**src/rtl/els_pkg.sv**
```systemverilog
`default_nettype none
// ----------------------------------------------------------------------------
// els_pkg
// Shared types and constants of the learning switch forwarding core.
// ----------------------------------------------------------------------------
package els_pkg;

  localparam int unsigned OP_W      = 2;
  localparam int unsigned PORT_W    = 4;
  localparam int unsigned MAC_W     = 48;
  localparam int unsigned MASK_W    = 16;
  localparam int unsigned GROUP_BIT = 40;

  localparam logic [OP_W-1:0] OP_FRAME      = 2'd0;
  localparam logic [OP_W-1:0] OP_CONNECT    = 2'd1;
  localparam logic [OP_W-1:0] OP_DISCONNECT = 2'd2;

  localparam int unsigned PADDR_W = 3;
  localparam int unsigned PDATA_W = 32;
  localparam logic [0:0]  REG_HUB_MODE = 1'b0;

  typedef enum logic [2:0] {
    ST_CLEAR,
    ST_IDLE,
    ST_SCAN,
    ST_DRAIN,
    ST_FINISH
  } state_e;

  typedef struct packed {
    logic load;
    logic clear_wr;
    logic scan_rd;
    logic finish;
  } ctrl_t;

  typedef struct packed {
    logic addr_last;
    logic out_free;
  } status_t;

endpackage
`default_nettype wire

```
**src/rtl/els_if.sv**
```systemverilog
`default_nettype none
// ----------------------------------------------------------------------------
// els_if
// Valid/ready channels carrying frame items in and forwarding results out.
// ----------------------------------------------------------------------------
interface els_in_if;
  logic                       valid;
  logic                       ready;
  logic [els_pkg::OP_W-1:0]   opcode;
  logic [els_pkg::PORT_W-1:0] port_index;
  logic [els_pkg::MAC_W-1:0]  dest_mac;
  logic [els_pkg::MAC_W-1:0]  src_mac;

  modport source (output valid, opcode, port_index, dest_mac, src_mac, input ready);
  modport sink (input valid, opcode, port_index, dest_mac, src_mac, output ready);
endinterface

interface els_out_if;
  logic                       valid;
  logic                       ready;
  logic [els_pkg::MASK_W-1:0] egress_mask;
  logic                       flooded;
  logic                       dest_unknown;
  logic                       ingress_unknown;
  logic                       source_learned;
  logic                       table_full;

  modport source (output valid, egress_mask, flooded, dest_unknown, ingress_unknown,
                  source_learned, table_full, input ready);
  modport sink (input valid, egress_mask, flooded, dest_unknown, ingress_unknown,
                source_learned, table_full, output ready);
endinterface
`default_nettype wire

```
**src/rtl/ethernet_learning_switch_core.sv**
```systemverilog
`default_nettype none
// ----------------------------------------------------------------------------
// ethernet_learning_switch_core
// Forwarding decision of a learning Ethernet switch with an address table.
// ----------------------------------------------------------------------------
// One item in flight at a time. A frame or disconnect beat walks the address
// table once through its single read port, one entry per cycle, then passes a
// drain state and commits in FINISH once the result slot is free, before the
// next beat is taken; connect beats and unused opcodes go straight to FINISH.
// After reset the table is cleared one entry per cycle, before the first beat
// is accepted; the hub_mode register at address 0 can be written during that
// time.
module ethernet_learning_switch_core #(
  parameter int unsigned NUM_PORTS     = 16,
  parameter int unsigned TABLE_ENTRIES = 64
) (
  input  wire logic                          clk_i,
  input  wire logic                          rst_ni,
  els_in_if.sink                             in_if,
  els_out_if.source                          out_if,
  input  wire logic                          psel,
  input  wire logic                          penable,
  input  wire logic                          pwrite,
  input  wire logic [els_pkg::PADDR_W-1:0]   paddr,
  input  wire logic [els_pkg::PDATA_W-1:0]   pwdata,
  output logic [els_pkg::PDATA_W-1:0]        prdata,
  output logic                               pready
);

  logic             hub_mode_q;
  logic             cfg_sel;
  els_pkg::ctrl_t   ctrl;
  els_pkg::status_t status;
  logic             in_ready;

  assign cfg_sel = (paddr[els_pkg::PADDR_W-1] == els_pkg::REG_HUB_MODE);
  assign pready  = 1'b1;
  assign prdata  = cfg_sel ? els_pkg::PDATA_W'(hub_mode_q) : '0;

  always_ff @(posedge clk_i or negedge rst_ni) begin
    if (!rst_ni) begin
      hub_mode_q <= 1'b0;
    end else if (psel && penable && pwrite && cfg_sel) begin
      hub_mode_q <= pwdata[0];
    end
  end

  assign in_if.ready = in_ready;

  els_ctrl u_ctrl (
    .clk_i      (clk_i),
    .rst_ni     (rst_ni),
    .in_valid_i (in_if.valid),
    .in_op_i    (in_if.opcode),
    .in_ready_o (in_ready),
    .status_i   (status),
    .ctrl_o     (ctrl)
  );

  els_datapath #(
    .NUM_PORTS     (NUM_PORTS),
    .TABLE_ENTRIES (TABLE_ENTRIES)
  ) u_datapath (
    .clk_i             (clk_i),
    .rst_ni            (rst_ni),
    .ctrl_i            (ctrl),
    .status_o          (status),
    .hub_mode_i        (hub_mode_q),
    .in_op_i           (in_if.opcode),
    .in_port_i         (in_if.port_index),
    .in_dst_i          (in_if.dest_mac),
    .in_src_i          (in_if.src_mac),
    .out_ready_i       (out_if.ready),
    .out_valid_o       (out_if.valid),
    .egress_mask_o     (out_if.egress_mask),
    .flooded_o         (out_if.flooded),
    .dest_unknown_o    (out_if.dest_unknown),
    .ingress_unknown_o (out_if.ingress_unknown),
    .source_learned_o  (out_if.source_learned),
    .table_full_o      (out_if.table_full)
  );

endmodule
`default_nettype wire

```
**src/rtl/els_ctrl.sv**
```systemverilog
`default_nettype none
// ----------------------------------------------------------------------------
// els_ctrl
// Sequencer: table clear after reset, item intake, table scan, commit.
// ----------------------------------------------------------------------------
module els_ctrl (
  input  wire logic                     clk_i,
  input  wire logic                     rst_ni,
  input  wire logic                     in_valid_i,
  input  wire logic [els_pkg::OP_W-1:0] in_op_i,
  output logic                          in_ready_o,
  input  wire els_pkg::status_t         status_i,
  output els_pkg::ctrl_t                ctrl_o
);

  els_pkg::state_e state_q, state_d;

  always_ff @(posedge clk_i or negedge rst_ni) begin
    if (!rst_ni) begin
      state_q <= els_pkg::ST_CLEAR;
    end else begin
      state_q <= state_d;
    end
  end

  always_comb begin
    state_d    = state_q;
    ctrl_o     = '0;
    in_ready_o = 1'b0;
    unique case (state_q)
      els_pkg::ST_CLEAR: begin
        ctrl_o.clear_wr = 1'b1;
        if (status_i.addr_last) begin
          state_d = els_pkg::ST_IDLE;
        end
      end
      els_pkg::ST_IDLE: begin
        in_ready_o = 1'b1;
        if (in_valid_i) begin
          ctrl_o.load = 1'b1;
          if (in_op_i == els_pkg::OP_FRAME || in_op_i == els_pkg::OP_DISCONNECT) begin
            state_d = els_pkg::ST_SCAN;
          end else begin
            state_d = els_pkg::ST_FINISH;
          end
        end
      end
      els_pkg::ST_SCAN: begin
        ctrl_o.scan_rd = 1'b1;
        if (status_i.addr_last) begin
          state_d = els_pkg::ST_DRAIN;
        end
      end
      els_pkg::ST_DRAIN: begin
        state_d = els_pkg::ST_FINISH;
      end
      els_pkg::ST_FINISH: begin
        if (status_i.out_free) begin
          ctrl_o.finish = 1'b1;
          state_d       = els_pkg::ST_IDLE;
        end
      end
      default: begin
        state_d = els_pkg::ST_CLEAR;
      end
    endcase
  end

endmodule
`default_nettype wire

```
**src/rtl/els_datapath.sv**
```systemverilog
`default_nettype none
// ----------------------------------------------------------------------------
// els_datapath
// Address table memory, port state, search registers, decision and result.
// ----------------------------------------------------------------------------
module els_datapath #(
  parameter int unsigned NUM_PORTS     = 16,
  parameter int unsigned TABLE_ENTRIES = 64
) (
  input  wire logic                         clk_i,
  input  wire logic                         rst_ni,
  input  wire els_pkg::ctrl_t               ctrl_i,
  output els_pkg::status_t                  status_o,
  input  wire logic                         hub_mode_i,
  input  wire logic [els_pkg::OP_W-1:0]     in_op_i,
  input  wire logic [els_pkg::PORT_W-1:0]   in_port_i,
  input  wire logic [els_pkg::MAC_W-1:0]    in_dst_i,
  input  wire logic [els_pkg::MAC_W-1:0]    in_src_i,
  input  wire logic                         out_ready_i,
  output logic                              out_valid_o,
  output logic [els_pkg::MASK_W-1:0]        egress_mask_o,
  output logic                              flooded_o,
  output logic                              dest_unknown_o,
  output logic                              ingress_unknown_o,
  output logic                              source_learned_o,
  output logic                              table_full_o
);

  localparam int unsigned IDX_W  = $clog2(TABLE_ENTRIES);
  localparam int unsigned PIDX_W = (NUM_PORTS > 1) ? $clog2(NUM_PORTS) : 1;
  localparam int unsigned WORD_W = 1 + els_pkg::PORT_W + els_pkg::MAC_W;
  localparam int unsigned ACT_W  = (NUM_PORTS > els_pkg::MASK_W) ? NUM_PORTS
                                                                  : els_pkg::MASK_W;
  localparam logic [IDX_W-1:0] LAST_IDX = IDX_W'(TABLE_ENTRIES - 1);

  // table memory: {valid, port, mac}
  logic [WORD_W-1:0] mem [TABLE_ENTRIES];
  logic [WORD_W-1:0] rdata_q;
  logic              mem_we;
  logic [IDX_W-1:0]  mem_waddr;
  logic [WORD_W-1:0] mem_wdata;

  logic [IDX_W-1:0] addr_q;
  logic             rd_vld_q;
  logic [IDX_W-1:0] rd_idx_q;

  logic [els_pkg::OP_W-1:0]   op_q;
  logic [els_pkg::PORT_W-1:0] port_q;
  logic [els_pkg::MAC_W-1:0]  dst_q, src_q, key_q;

  logic [NUM_PORTS-1:0]      active_q, learned_q;
  logic [els_pkg::MAC_W-1:0] last_mac_q [NUM_PORTS];

  logic                       a_hit_q, f_hit_q, b_hit_q;
  logic [IDX_W-1:0]           a_idx_q, f_idx_q;
  logic [els_pkg::PORT_W-1:0] a_port_q, b_port_q;

  logic                       out_valid_q;
  logic [els_pkg::MASK_W-1:0] mask_q;
  logic                       flooded_q, dunk_q, iunk_q, learn_q, full_q;

  logic                       e_vld;
  logic [els_pkg::PORT_W-1:0] e_port;
  logic [els_pkg::MAC_W-1:0]  e_mac;

  logic [PIDX_W-1:0]          in_pidx, pidx, tidx;
  logic                       in_range, ing_ok, is_frame;
  logic                       learn_try, move, insert, full, learned, same_mac;
  logic                       found, hit, t_range, dst_group, flood;
  logic [els_pkg::PORT_W-1:0] tport;
  logic [IDX_W-1:0]           widx;
  logic                       disc_ok, conn_ok, inval;
  logic [ACT_W-1:0]           act_ext;
  logic [els_pkg::MASK_W-1:0] ing_bit, mask;

  assign status_o.addr_last = (addr_q == LAST_IDX);
  assign status_o.out_free  = !out_valid_q || out_ready_i;

  // scan / clear address
  always_ff @(posedge clk_i or negedge rst_ni) begin
    if (!rst_ni) begin
      addr_q   <= '0;
      rd_vld_q <= 1'b0;
    end else begin
      rd_vld_q <= ctrl_i.scan_rd;
      if (ctrl_i.load) begin
        addr_q <= '0;
      end else if (ctrl_i.clear_wr || ctrl_i.scan_rd) begin
        addr_q <= (addr_q == LAST_IDX) ? '0 : addr_q + 1'b1;
      end
    end
  end

  always_ff @(posedge clk_i) begin
    rd_idx_q <= addr_q;
    if (ctrl_i.scan_rd) begin
      rdata_q <= mem[addr_q];
    end
    if (mem_we) begin
      mem[mem_waddr] <= mem_wdata;
    end
  end

  // item capture
  assign in_pidx = PIDX_W'(in_port_i);

  always_ff @(posedge clk_i) begin
    if (ctrl_i.load) begin
      op_q   <= in_op_i;
      port_q <= in_port_i;
      dst_q  <= in_dst_i;
      src_q  <= in_src_i;
      key_q  <= (in_op_i == els_pkg::OP_DISCONNECT) ? last_mac_q[in_pidx] : in_src_i;
    end
  end

  // search: lowest matching index for key, dst and free slot
  assign e_vld  = rdata_q[WORD_W-1];
  assign e_port = rdata_q[WORD_W-2 -: els_pkg::PORT_W];
  assign e_mac  = rdata_q[els_pkg::MAC_W-1:0];

  always_ff @(posedge clk_i or negedge rst_ni) begin
    if (!rst_ni) begin
      a_hit_q <= 1'b0;
      f_hit_q <= 1'b0;
      b_hit_q <= 1'b0;
    end else if (ctrl_i.load) begin
      a_hit_q <= 1'b0;
      f_hit_q <= 1'b0;
      b_hit_q <= 1'b0;
    end else if (rd_vld_q) begin
      if (e_vld && e_mac == key_q && !a_hit_q) begin
        a_hit_q <= 1'b1;
      end
      if (!e_vld && !f_hit_q) begin
        f_hit_q <= 1'b1;
      end
      if (e_vld && e_mac == dst_q && !b_hit_q) begin
        b_hit_q <= 1'b1;
      end
    end
  end

  always_ff @(posedge clk_i) begin
    if (rd_vld_q) begin
      if (e_vld && e_mac == key_q && !a_hit_q) begin
        a_idx_q  <= rd_idx_q;
        a_port_q <= e_port;
      end
      if (!e_vld && !f_hit_q) begin
        f_idx_q <= rd_idx_q;
      end
      if (e_vld && e_mac == dst_q && !b_hit_q) begin
        b_port_q <= e_port;
      end
    end
  end

  // decision
  always_comb begin
    pidx      = PIDX_W'(port_q);
    in_range  = int'(port_q) < NUM_PORTS;
    ing_ok    = in_range && active_q[pidx];
    is_frame  = (op_q == els_pkg::OP_FRAME);
    learn_try = is_frame && ing_ok && !src_q[els_pkg::GROUP_BIT];
    move      = learn_try && a_hit_q && (a_port_q != port_q);
    insert    = learn_try && !a_hit_q && f_hit_q;
    full      = learn_try && !a_hit_q && !f_hit_q;
    learned   = move || insert;
    widx      = move ? a_idx_q : f_idx_q;

    // a source just learned is visible to the destination lookup
    same_mac  = learned && (dst_q == src_q);
    found     = b_hit_q || same_mac;
    tport     = same_mac ? port_q : b_port_q;
    tidx      = PIDX_W'(tport);
    t_range   = int'(tport) < NUM_PORTS;
    hit       = found && t_range && active_q[tidx];
    dst_group = dst_q[els_pkg::GROUP_BIT];
    flood     = !hit || dst_group || hub_mode_i;

    act_ext   = ACT_W'(active_q);
    ing_bit   = ing_ok ? (els_pkg::MASK_W'(1) << port_q) : '0;
    if (!is_frame) begin
      mask = '0;
    end else if (flood) begin
      mask = act_ext[els_pkg::MASK_W-1:0] & ~ing_bit;
    end else begin
      mask = els_pkg::MASK_W'(1) << tport;
    end

    disc_ok = (op_q == els_pkg::OP_DISCONNECT) && in_range && active_q[pidx];
    conn_ok = (op_q == els_pkg::OP_CONNECT) && in_range && !active_q[pidx];
    inval   = disc_ok && learned_q[pidx] && a_hit_q && (a_port_q == port_q);

    mem_we    = ctrl_i.clear_wr || (ctrl_i.finish && (learned || inval));
    if (ctrl_i.clear_wr) begin
      mem_waddr = addr_q;
      mem_wdata = '0;
    end else if (inval) begin
      mem_waddr = a_idx_q;
      mem_wdata = '0;
    end else begin
      mem_waddr = widx;
      mem_wdata = {1'b1, port_q, src_q};
    end
  end

  // port state
  always_ff @(posedge clk_i or negedge rst_ni) begin
    if (!rst_ni) begin
      active_q  <= '0;
      learned_q <= '0;
    end else if (ctrl_i.finish) begin
      if (conn_ok || disc_ok) begin
        active_q[pidx]  <= conn_ok;
        learned_q[pidx] <= 1'b0;
      end else if (learned) begin
        learned_q[pidx] <= 1'b1;
      end
    end
  end

  always_ff @(posedge clk_i) begin
    if (ctrl_i.finish && learned) begin
      last_mac_q[pidx] <= src_q;
    end
  end

  // result register
  always_ff @(posedge clk_i or negedge rst_ni) begin
    if (!rst_ni) begin
      out_valid_q <= 1'b0;
    end else if (ctrl_i.finish) begin
      out_valid_q <= 1'b1;
    end else if (out_ready_i) begin
      out_valid_q <= 1'b0;
    end
  end

  always_ff @(posedge clk_i) begin
    if (ctrl_i.finish) begin
      mask_q    <= mask;
      flooded_q <= is_frame && flood;
      dunk_q    <= is_frame && !hit && !dst_group;
      iunk_q    <= is_frame && !ing_ok;
      learn_q   <= learned;
      full_q    <= full;
    end
  end

  assign out_valid_o       = out_valid_q;
  assign egress_mask_o     = mask_q;
  assign flooded_o         = flooded_q;
  assign dest_unknown_o    = dunk_q;
  assign ingress_unknown_o = iunk_q;
  assign source_learned_o  = learn_q;
  assign table_full_o      = full_q;

endmodule
`default_nettype wire

```
**src/flat_wrapper.sv**
```systemverilog
// flat-port wrapper written by rule: the top's interface ports become plain ports
module ethernet_learning_switch_core_flat 
#(
  parameter int unsigned NUM_PORTS     = 16,
  parameter int unsigned TABLE_ENTRIES = 64
)
  (clk_i, rst_ni, psel, penable, pwrite, paddr, pwdata, prdata, pready, in_if_valid, in_if_opcode, in_if_port_index, in_if_dest_mac, in_if_src_mac, in_if_ready, out_if_valid, out_if_egress_mask, out_if_flooded, out_if_dest_unknown, out_if_ingress_unknown, out_if_source_learned, out_if_table_full, out_if_ready);
  els_in_if in_if_i ();
  els_out_if out_if_i ();
  input  wire logic clk_i;
  input  wire logic rst_ni;
  input  wire logic psel;
  input  wire logic penable;
  input  wire logic pwrite;
  input  wire logic [els_pkg::PADDR_W-1:0] paddr;
  input  wire logic [els_pkg::PDATA_W-1:0] pwdata;
  output logic [els_pkg::PDATA_W-1:0] prdata;
  output logic pready;
  input wire logic [$bits(in_if_i.valid)-1:0] in_if_valid;
  input wire logic [$bits(in_if_i.opcode)-1:0] in_if_opcode;
  input wire logic [$bits(in_if_i.port_index)-1:0] in_if_port_index;
  input wire logic [$bits(in_if_i.dest_mac)-1:0] in_if_dest_mac;
  input wire logic [$bits(in_if_i.src_mac)-1:0] in_if_src_mac;
  output wire logic [$bits(in_if_i.ready)-1:0] in_if_ready;
  output wire logic [$bits(out_if_i.valid)-1:0] out_if_valid;
  output wire logic [$bits(out_if_i.egress_mask)-1:0] out_if_egress_mask;
  output wire logic [$bits(out_if_i.flooded)-1:0] out_if_flooded;
  output wire logic [$bits(out_if_i.dest_unknown)-1:0] out_if_dest_unknown;
  output wire logic [$bits(out_if_i.ingress_unknown)-1:0] out_if_ingress_unknown;
  output wire logic [$bits(out_if_i.source_learned)-1:0] out_if_source_learned;
  output wire logic [$bits(out_if_i.table_full)-1:0] out_if_table_full;
  input wire logic [$bits(out_if_i.ready)-1:0] out_if_ready;
  assign in_if_i.valid = in_if_valid;
  assign in_if_i.opcode = in_if_opcode;
  assign in_if_i.port_index = in_if_port_index;
  assign in_if_i.dest_mac = in_if_dest_mac;
  assign in_if_i.src_mac = in_if_src_mac;
  assign in_if_ready = in_if_i.ready;
  assign out_if_valid = out_if_i.valid;
  assign out_if_egress_mask = out_if_i.egress_mask;
  assign out_if_flooded = out_if_i.flooded;
  assign out_if_dest_unknown = out_if_i.dest_unknown;
  assign out_if_ingress_unknown = out_if_i.ingress_unknown;
  assign out_if_source_learned = out_if_i.source_learned;
  assign out_if_table_full = out_if_i.table_full;
  assign out_if_i.ready = out_if_ready;
  ethernet_learning_switch_core #(.NUM_PORTS(NUM_PORTS), .TABLE_ENTRIES(TABLE_ENTRIES)) u_core (.clk_i(clk_i), .rst_ni(rst_ni), .in_if(in_if_i), .out_if(out_if_i), .psel(psel), .penable(penable), .pwrite(pwrite), .paddr(paddr), .pwdata(pwdata), .prdata(prdata), .pready(pready));
endmodule
```
**config.mk**
```make
export PLATFORM = sky130hd
export DESIGN_NAME = ethernet_learning_switch_core_flat
export DESIGN_NICKNAME = d
export VERILOG_FILES = /design/src/rtl/els_pkg.sv /design/src/rtl/els_if.sv /design/src/rtl/ethernet_learning_switch_core.sv /design/src/rtl/els_ctrl.sv /design/src/rtl/els_datapath.sv /design/src/flat_wrapper.sv
export SDC_FILE = /design/constraint.sdc
export NUM_CORES = 2
export LEC_CHECK = 0
export BUFFER_PORTS_ARGS = -buffer_cell sky130_fd_sc_hd__buf_2
export CAP_MARGIN = 20
export CORE_ASPECT_RATIO = 1.1
export CORE_MARGIN = 2
export CORE_UTILIZATION = 49
export CTS_CLUSTER_DIAMETER = 40
export DETAILED_ROUTE_END_ITERATION = 8
export PLACE_DENSITY = 0.67
export REMOVE_ABC_BUFFERS = 1
export SETUP_SLACK_MARGIN = 0.02
export SLEW_MARGIN = 20
export SYNTH_ARGS = -nofsm -noshare
export SYNTH_HDL_FRONTEND = slang
export SYNTH_MEMORY_MAX_BITS = 65536
export SYNTH_SLANG_ARGS = --single-unit
```
**constraint.sdc**
```tcl
create_clock -name clk_i -period 7.45 [get_ports clk_i]
set_input_delay 0.3725 -clock clk_i [delete_from_list [all_inputs] [get_ports clk_i]]
set_output_delay 0.3725 -clock clk_i [all_outputs]
set_load 0.1 [all_outputs]
```
Yosys cells after proc, flatten, opt, wreduce, memory -nomap -nowiden

Memory sizes are Yosys's and may differ from the RTL's. A register that Yosys moved wholly into a read port is not among the register bits.
Cells that the tools add are included.

Register bits: 244
RAM bits: 4160
Bits of input ports: 144
Output and inout port bits: 56
Logic and storage cells: 176
Memories: 2

Memory list:

| memory                       | words | bits a word | rd ports | clocked after Yosys merged registers in | write ports | line               | text |
|---|---|---|---|---|---|---|---|
| u_core.u_datapath.mem        | 64    | 53          | 1        | 1                                       | 1           | els_datapath.sv:37 | `logic [WORD_W-1:0] mem [TABLE_ENTRIES];` |
| u_core.u_datapath.last_mac_q | 16    | 48          | 1        | 0                                       | 1           | els_datapath.sv:52 | `logic [els_pkg::MAC_W-1:0] last_mac_q [NUM_PORTS];` |

$add $sub $neg: 1
Magnitude comparators: 3
Equal/unequal tests: 17
Shift operators: 2
Multiplexer cells: 52
Bitwise logic cells: 6
Reductions and logical operators: 67

Operators by type and width:

| kind                   | number |
|---|---|
| $eq A48 B48 Y1         | 3 |
| $mux W53               | 2 |
| $mux W16               | 4 |
| $mux W48               | 1 |
| $mux W6                | 6 |
| $and A16 B16 Y16       | 2 |
| $not A16 Y16           | 2 |
| $shl A1 B4 Y16 const A | 2 |
| $logic_and A1 B1 Y1    | 29 |
| $mux W1                | 27 |
| $bwmux W16             | 1 |
| $or A16 B16 Y16        | 1 |
| $reduce_and A2 Y1      | 8 |
| $mux W3                | 5 |
| $pmux W3 S5            | 1 |
| $reduce_bool A2 Y1     | 7 |
| $bmux W1 S4            | 3 |
| $logic_or A1 B1 Y1     | 10 |
| $lt A4 B5 Y1 const B   | 2 |
| $logic_not A1 Y1       | 9 |
| $add A6 B1 Y6 const B  | 1 |
| $eq A3 B2 Y1 const B   | 2 |
| $eq A6 B6 Y1 const B   | 1 |
| $ne A2 B1 Y1 const B   | 3 |
| 14 further kinds       | 16 |

Logic depth before layout (Yosys ltp)

Depth in word-level cells: 16
Mapped depth: 12
Depth with buffers taken out: 8

By module

From an unflattened synthesis, not the netlist that was laid out.

Cells, all modules: 7372
Area total of the unflattened synthesis: 171055.3 µm²

By module, submodules not included:

| module                        | times used | cells each | area an instance (µm²) | seq. area each (µm²) |
|---|---|---|---|---|
| els_datapath                  | 1          | 7314       | 170566.1               | 133443.0 |
| ethernet_learning_switch_core | 1          | 38         | 301.5                  | 25.0 |
| els_ctrl                      | 1          | 20         | 187.7                  | 75.1 |

Worst setup path before layout

Ideal clock, no wire load.

Path type: flip-flop to flip-flop
Start: register u_core.u_datapath.port_q, in the netlist u_core.u_datapath.pidx[1]
End: memory u_core.u_datapath.mem[32][0] (netlist name), enable pin
Library setup time: 529 ps
Arrival time: 6497 ps
Required time: 6921 ps
Setup slack: 424 ps
Cell stages (with the launch flop): 11
Path buffers: 2
Period minus slack after synthesis: 7026 ps
Cells stage by stage: edfxtp_1 -> buf_6 -> buf_6 -> xor2_1 -> nor4_4 -> o2111ai_1 -> a31oi_4 -> mux2_4 -> or3_1 -> or3_1 -> nor3_1

Longest elaborated chain between the ends: 12
Elaborated cells on any way between the ends: 25
Those cells by class: eq/ne: 2; mux: 9; reduce/logical: 14

RTL lines:

| element                                                     | line                                     | text |
|---|---|---|
| from (decl)                                                 | els_datapath.sv:48                       | `logic [els_pkg::PORT_W-1:0] port_q;` |
| from (signal assigned)                                      | els_datapath.sv:110                      | `port_q <= in_port_i;` |
| $bmux W1 S4                                                 | els_datapath.sv:163, els_datapath.sv:192 |  |
| $mux W1 (not written as such)                               | els_datapath.sv:163, els_datapath.sv:192 |  |
| $logic_and A1 B1 Y1 (2 in series)                           | els_datapath.sv:165                      | `learn_try = is_frame && ing_ok && !src_q[els_pkg::GROUP_BIT];` |
| $logic_and A1 B1 Y1, on equally long branches (2 in series) | els_datapath.sv:166, els_datapath.sv:167 |  |
| $logic_or A1 B1 Y1                                          | els_datapath.sv:169                      | `learned = move \|\| insert;` |
| $logic_or A1 B1 Y1                                          | els_datapath.sv:196                      | `mem_we = ctrl_i.clear_wr \|\| (ctrl_i.finish && (learned \|\| inval));` |
| $logic_and A1 B1 Y1                                         | els_datapath.sv:196                      |  |
| $logic_or A1 B1 Y1                                          | els_datapath.sv:196                      |  |
| $mux W1                                                     | els_datapath.sv:99                       | `if (mem_we) begin` |
| $mux W1 (not written as such)                               | els_datapath.sv:100                      | `mem[mem_waddr] <= mem_wdata;` |
| to (decl)                                                   | els_datapath.sv:37                       |  |

Several ways; a longest one is shown, not always the timed one. The select of a mux whose other input is x is not followed.

Worst setup path in the final report

Start: register u_core.u_datapath.port_q, in the netlist u_core.u_datapath.pidx[0]
End: memory u_core.u_datapath.mem[5][6] (netlist name), enable pin

The elaborated chain is that of the path after synthesis.

==> flow_summary.ini <==
[die]
die-width_um = 566.9
std_cell_rows = 227
initial_core_util_pct = 49.20
die-height_um = 623.2
core_region_area_um2 = 347100
fp.dieArea_um2 = 353300
ios = 200

[yosys]
dominant_combinational_cell_family_by_area_after_synthesis = multiplexers
mappedNetlistArea_um2 = 170800
synth-edff-count = 4404
yosys-top-cells-count = 4404 x edfxtp_1, 1364 x mux4_2, 267 x clkbuf_1, 113 x nor2_1, 88 x xnor2_1
average_size_of_a_mapped_cell_um2 = 24.70
synth_fa_ha_area_share_pct = 0.007327
synthCells = 6914
synth-main-ff-cell = edfxtp_1
netlist.top_cell.by_area = edfxtp_1
ys_async_sr_fraction_pct = 1.055
yosys_warnings = 0
synth_top_area_share_pct = 77.44
post-synth-top-count-cell = edfxtp_1
synthTopCellsByArea = edfxtp_1 77%, mux4_2 18%, dfrtp_1 0.69%, clkbuf_1 0.59%, xnor2_1 0.45%
yosys.area_share.simple_pct = 1.143
synth.yosys.seq_area_share_pct = 78.20
synthMuxAreaShare_pct = 18.58
synth_xor_xnor_area_share_pct = 0.7591
synth_cell_type_count = 63
synth-compound-area-share_pct = 0.3502
yosys_register_bits = 4457

[route]
dr.pass1.iters = 6
amount_of_wire_on_met2_after_detailed_routing_um = 214900
avgViaCountPerCell = 6.308
route.vias.total = 78905
drt-met1-wl_um = 159700
drt_first_iter_violations = 10645
wire_per_inst_um = 34.33
drc_errors = 0
routed_wirelength_um = 429400
top_layer_used = met5
ant_nets = 0
met3RoutedLength_um = 41010

[clocking]
cts.repair.resized = 0
clock_sinks = 4457
cts_tree = built
clk_transition_reported_paths_ns = 0.06
cts-root-buf = clkbuf_16
h-tree-depth = 5
buffer_count_from_post_cts_setup_fixing = 0
clk_latency_ns = 0.97
cts-buffers-inserted = 483
clockBufferDepth = 4

[run]
maxCapViolations = 0

[worst_setup_path]
reg2reg_slack_ns = 1.40
cp-endpoint = u_core.u_datapath.mem[5][6]
setup.worst_path.start_class = flip-flop
worstSetupPathType = reg2reg
regToRegEndpoint = u_core.u_datapath.mem[5][6]
r2r_start = u_core.u_datapath.pidx[0]
path_max_fanout = 17
worst-endpoint-required_ns = 8.01
number_of_cells_on_the_worst_reg_to_reg_path = 9
worstSetupStartpoint = u_core.u_datapath.pidx[0]
arrival_ns = 6.61
worstSetupEndpointType = flip-flop

[power_and_ir_drop]
vdd.ir_drop.worst_uv = 346.0
p_leak_nw = 60.86
power_density_nw_per_um2 = 373.9

[global_route]
number_of_global_route_vias_before_repair = 79909
grt_start_max_net_pins = 141
grt_overflow_total = 0
number_of_antenna_violations_at_the_first_check_in_global_routing = 32
global_route.usage.total_pct = 24.21
wire_length_of_the_first_global_routing_pass_um = 605300

[finish]
final_cell_count_without_fillers = 12508
area_growth_pct = 14.93
finalNetCount = 7654
final_design_area_no_fill_um2 = 196300
drive_above_1_share_pct = 34.24

[timing]
slew_headroom_pct = 14.01
grt_setup_unrepaired = false
final.period_utilization_pct = 81.20
max_freq_ghz = 0.1653
final_period_minus_worst_setup_slack_ns = 6.050
slew_violations = 0
final-setup-viol-count = 0
setup_slack_ns = 1.400
hold_viol = 0
finalHoldWorstSlack_ns = 0.02544
final.setup_skew_ns = 0.07155
worstMarginPinSlew_ns = 1.287
setup-tns-final_ns = 0

[placed_design]
dp_hpwl_um = 237100
port_buffers = 134
place_worst_setup_slack_ns = 1.613
postPlaceCellArea_um2 = 178800
numPlacedInstances = 11499
replace_congestion = 0.9211

[outcome]
run_status = finished clean

[min_path]
min_path_type = in2async
-- area by class of cell --
cell class / count / area [um2]
clock inverters: 347 / 3844
well taps: 4580 / 5731
diodes: 10 / 25.02
inverters: 7 / 33.78
fillers: 24421 / 150800
flip-flops and latches: 4457 / 133600
repair buffers: 470 / 4158
clock buffers: 547 / 12550
multi-input cells: 2090 / 36350
-- worst max-delay path, cell delays in order, from the launching register on --
cell and delay, ns:
edfxtp_1 0.72, nand2b_1 0.57, o22ai_1 0.42, o2111ai_1 0.21, a31oi_4 0.50, mux2i_1 0.15, a21oi_1 0.67, nand4b_1 0.86
nor2_4 1.05, buf_4 0.47
-- routing by layer --
metal	track usage, %	vias up
li1	-	31127
met1	32.82	42805
met2	39.98	4274
met4	7.443	8
met3	4.790	691
met5	0	-
-- power breakdown --
part	internal [mW]	leakage (nW)	switching [mW]
Clock	14.4	7.92	9.90
Sequential	31.4	40.6	0.888
Combinational	6.59	12.3	10.2
-- cell usage in the layout (no fill, tap or decap), types with 59 or more instances in the layout --
cell	n
clkinv_1	70
edfxtp_1	4404
dlygate4sd3_1	105
mux4_2	1364
clkinv_2	74
clkbuf_16	492
xor2_1	60
buf_4	180
mux2_2	59
xnor2_1	88
bufinv_16	63
buf_2	129
nor2_4	62
-- worst min path at each step --
stage / slack (ns) / from / end / cells past startpoint
after global placement: 0.41 / u_core.u_datapath.rd_idx_q[4] / u_core.u_datapath.a_idx_q[4] / 0
after detailed placement: 0.41 / u_core.u_datapath.rd_idx_q[0] / u_core.u_datapath.f_idx_q[0] / 0
after floorplan: 0.08 / rst_ni / async pin / 0
after CTS: 0.08 / in_if_dest_mac[38] / u_core.u_datapath.dst_q[38] / 2
after global routing: 0.05 / rst_ni / u_core.hub_mode_q / 2
final: 0.03 / rst_ni / u_core.u_datapath.out_valid_o / 2
-- stage by stage --
stage | util (%) | total power, mW
after detailed placement | 51.51 | 49.60
after global routing | 56.54 | 75.61
after CTS | 56.53 | 73.79
after floorplan | - | 43.31
after global placement | 51.50 | 49.12
final | 56.55 | 73.38
-- registers in the layout (all words and copies together) (netlist names), 2 cells and up, named ones only --
name                             count
u_core.u_datapath.mem             3392
u_core.u_datapath.last_mac_q       768
u_core.u_datapath.rdata_q           53
u_core.u_datapath.dst_q             48
u_core.u_datapath.key_q             48
u_core.u_datapath.src_q             48
u_core.u_datapath.act_ext           16
u_core.u_datapath.egress_mask_o     16
u_core.u_datapath.a_idx_q            6
u_core.u_datapath.addr_q             6
u_core.u_datapath.f_idx_q            6
u_core.u_datapath.rd_idx_q           6
u_core.u_datapath.a_port_q           4
u_core.u_datapath.b_port_q           4
u_core.u_datapath.pidx               4
u_core.u_ctrl.state_q                3
u_core.u_datapath.op_q               2
-- logic make-up after synthesis --
kind of cell,count (synthesis)
adder cells (fa/ha/maj),1
flip-flops,4457
other,2
XOR/XNOR,148
AND/OR/NAND/NOR,369
multiplexers,1456
buffers and inverters,397
AO/OA/AOI/OAI,84
-- what timing repair did --
item / in CTS / in global routing
hold endpoints to repair: 200 / 0
hold buffers: 105 / 0
endpoints found under the setup margin: 0 / 0
(Power assumes the default switching activity.)
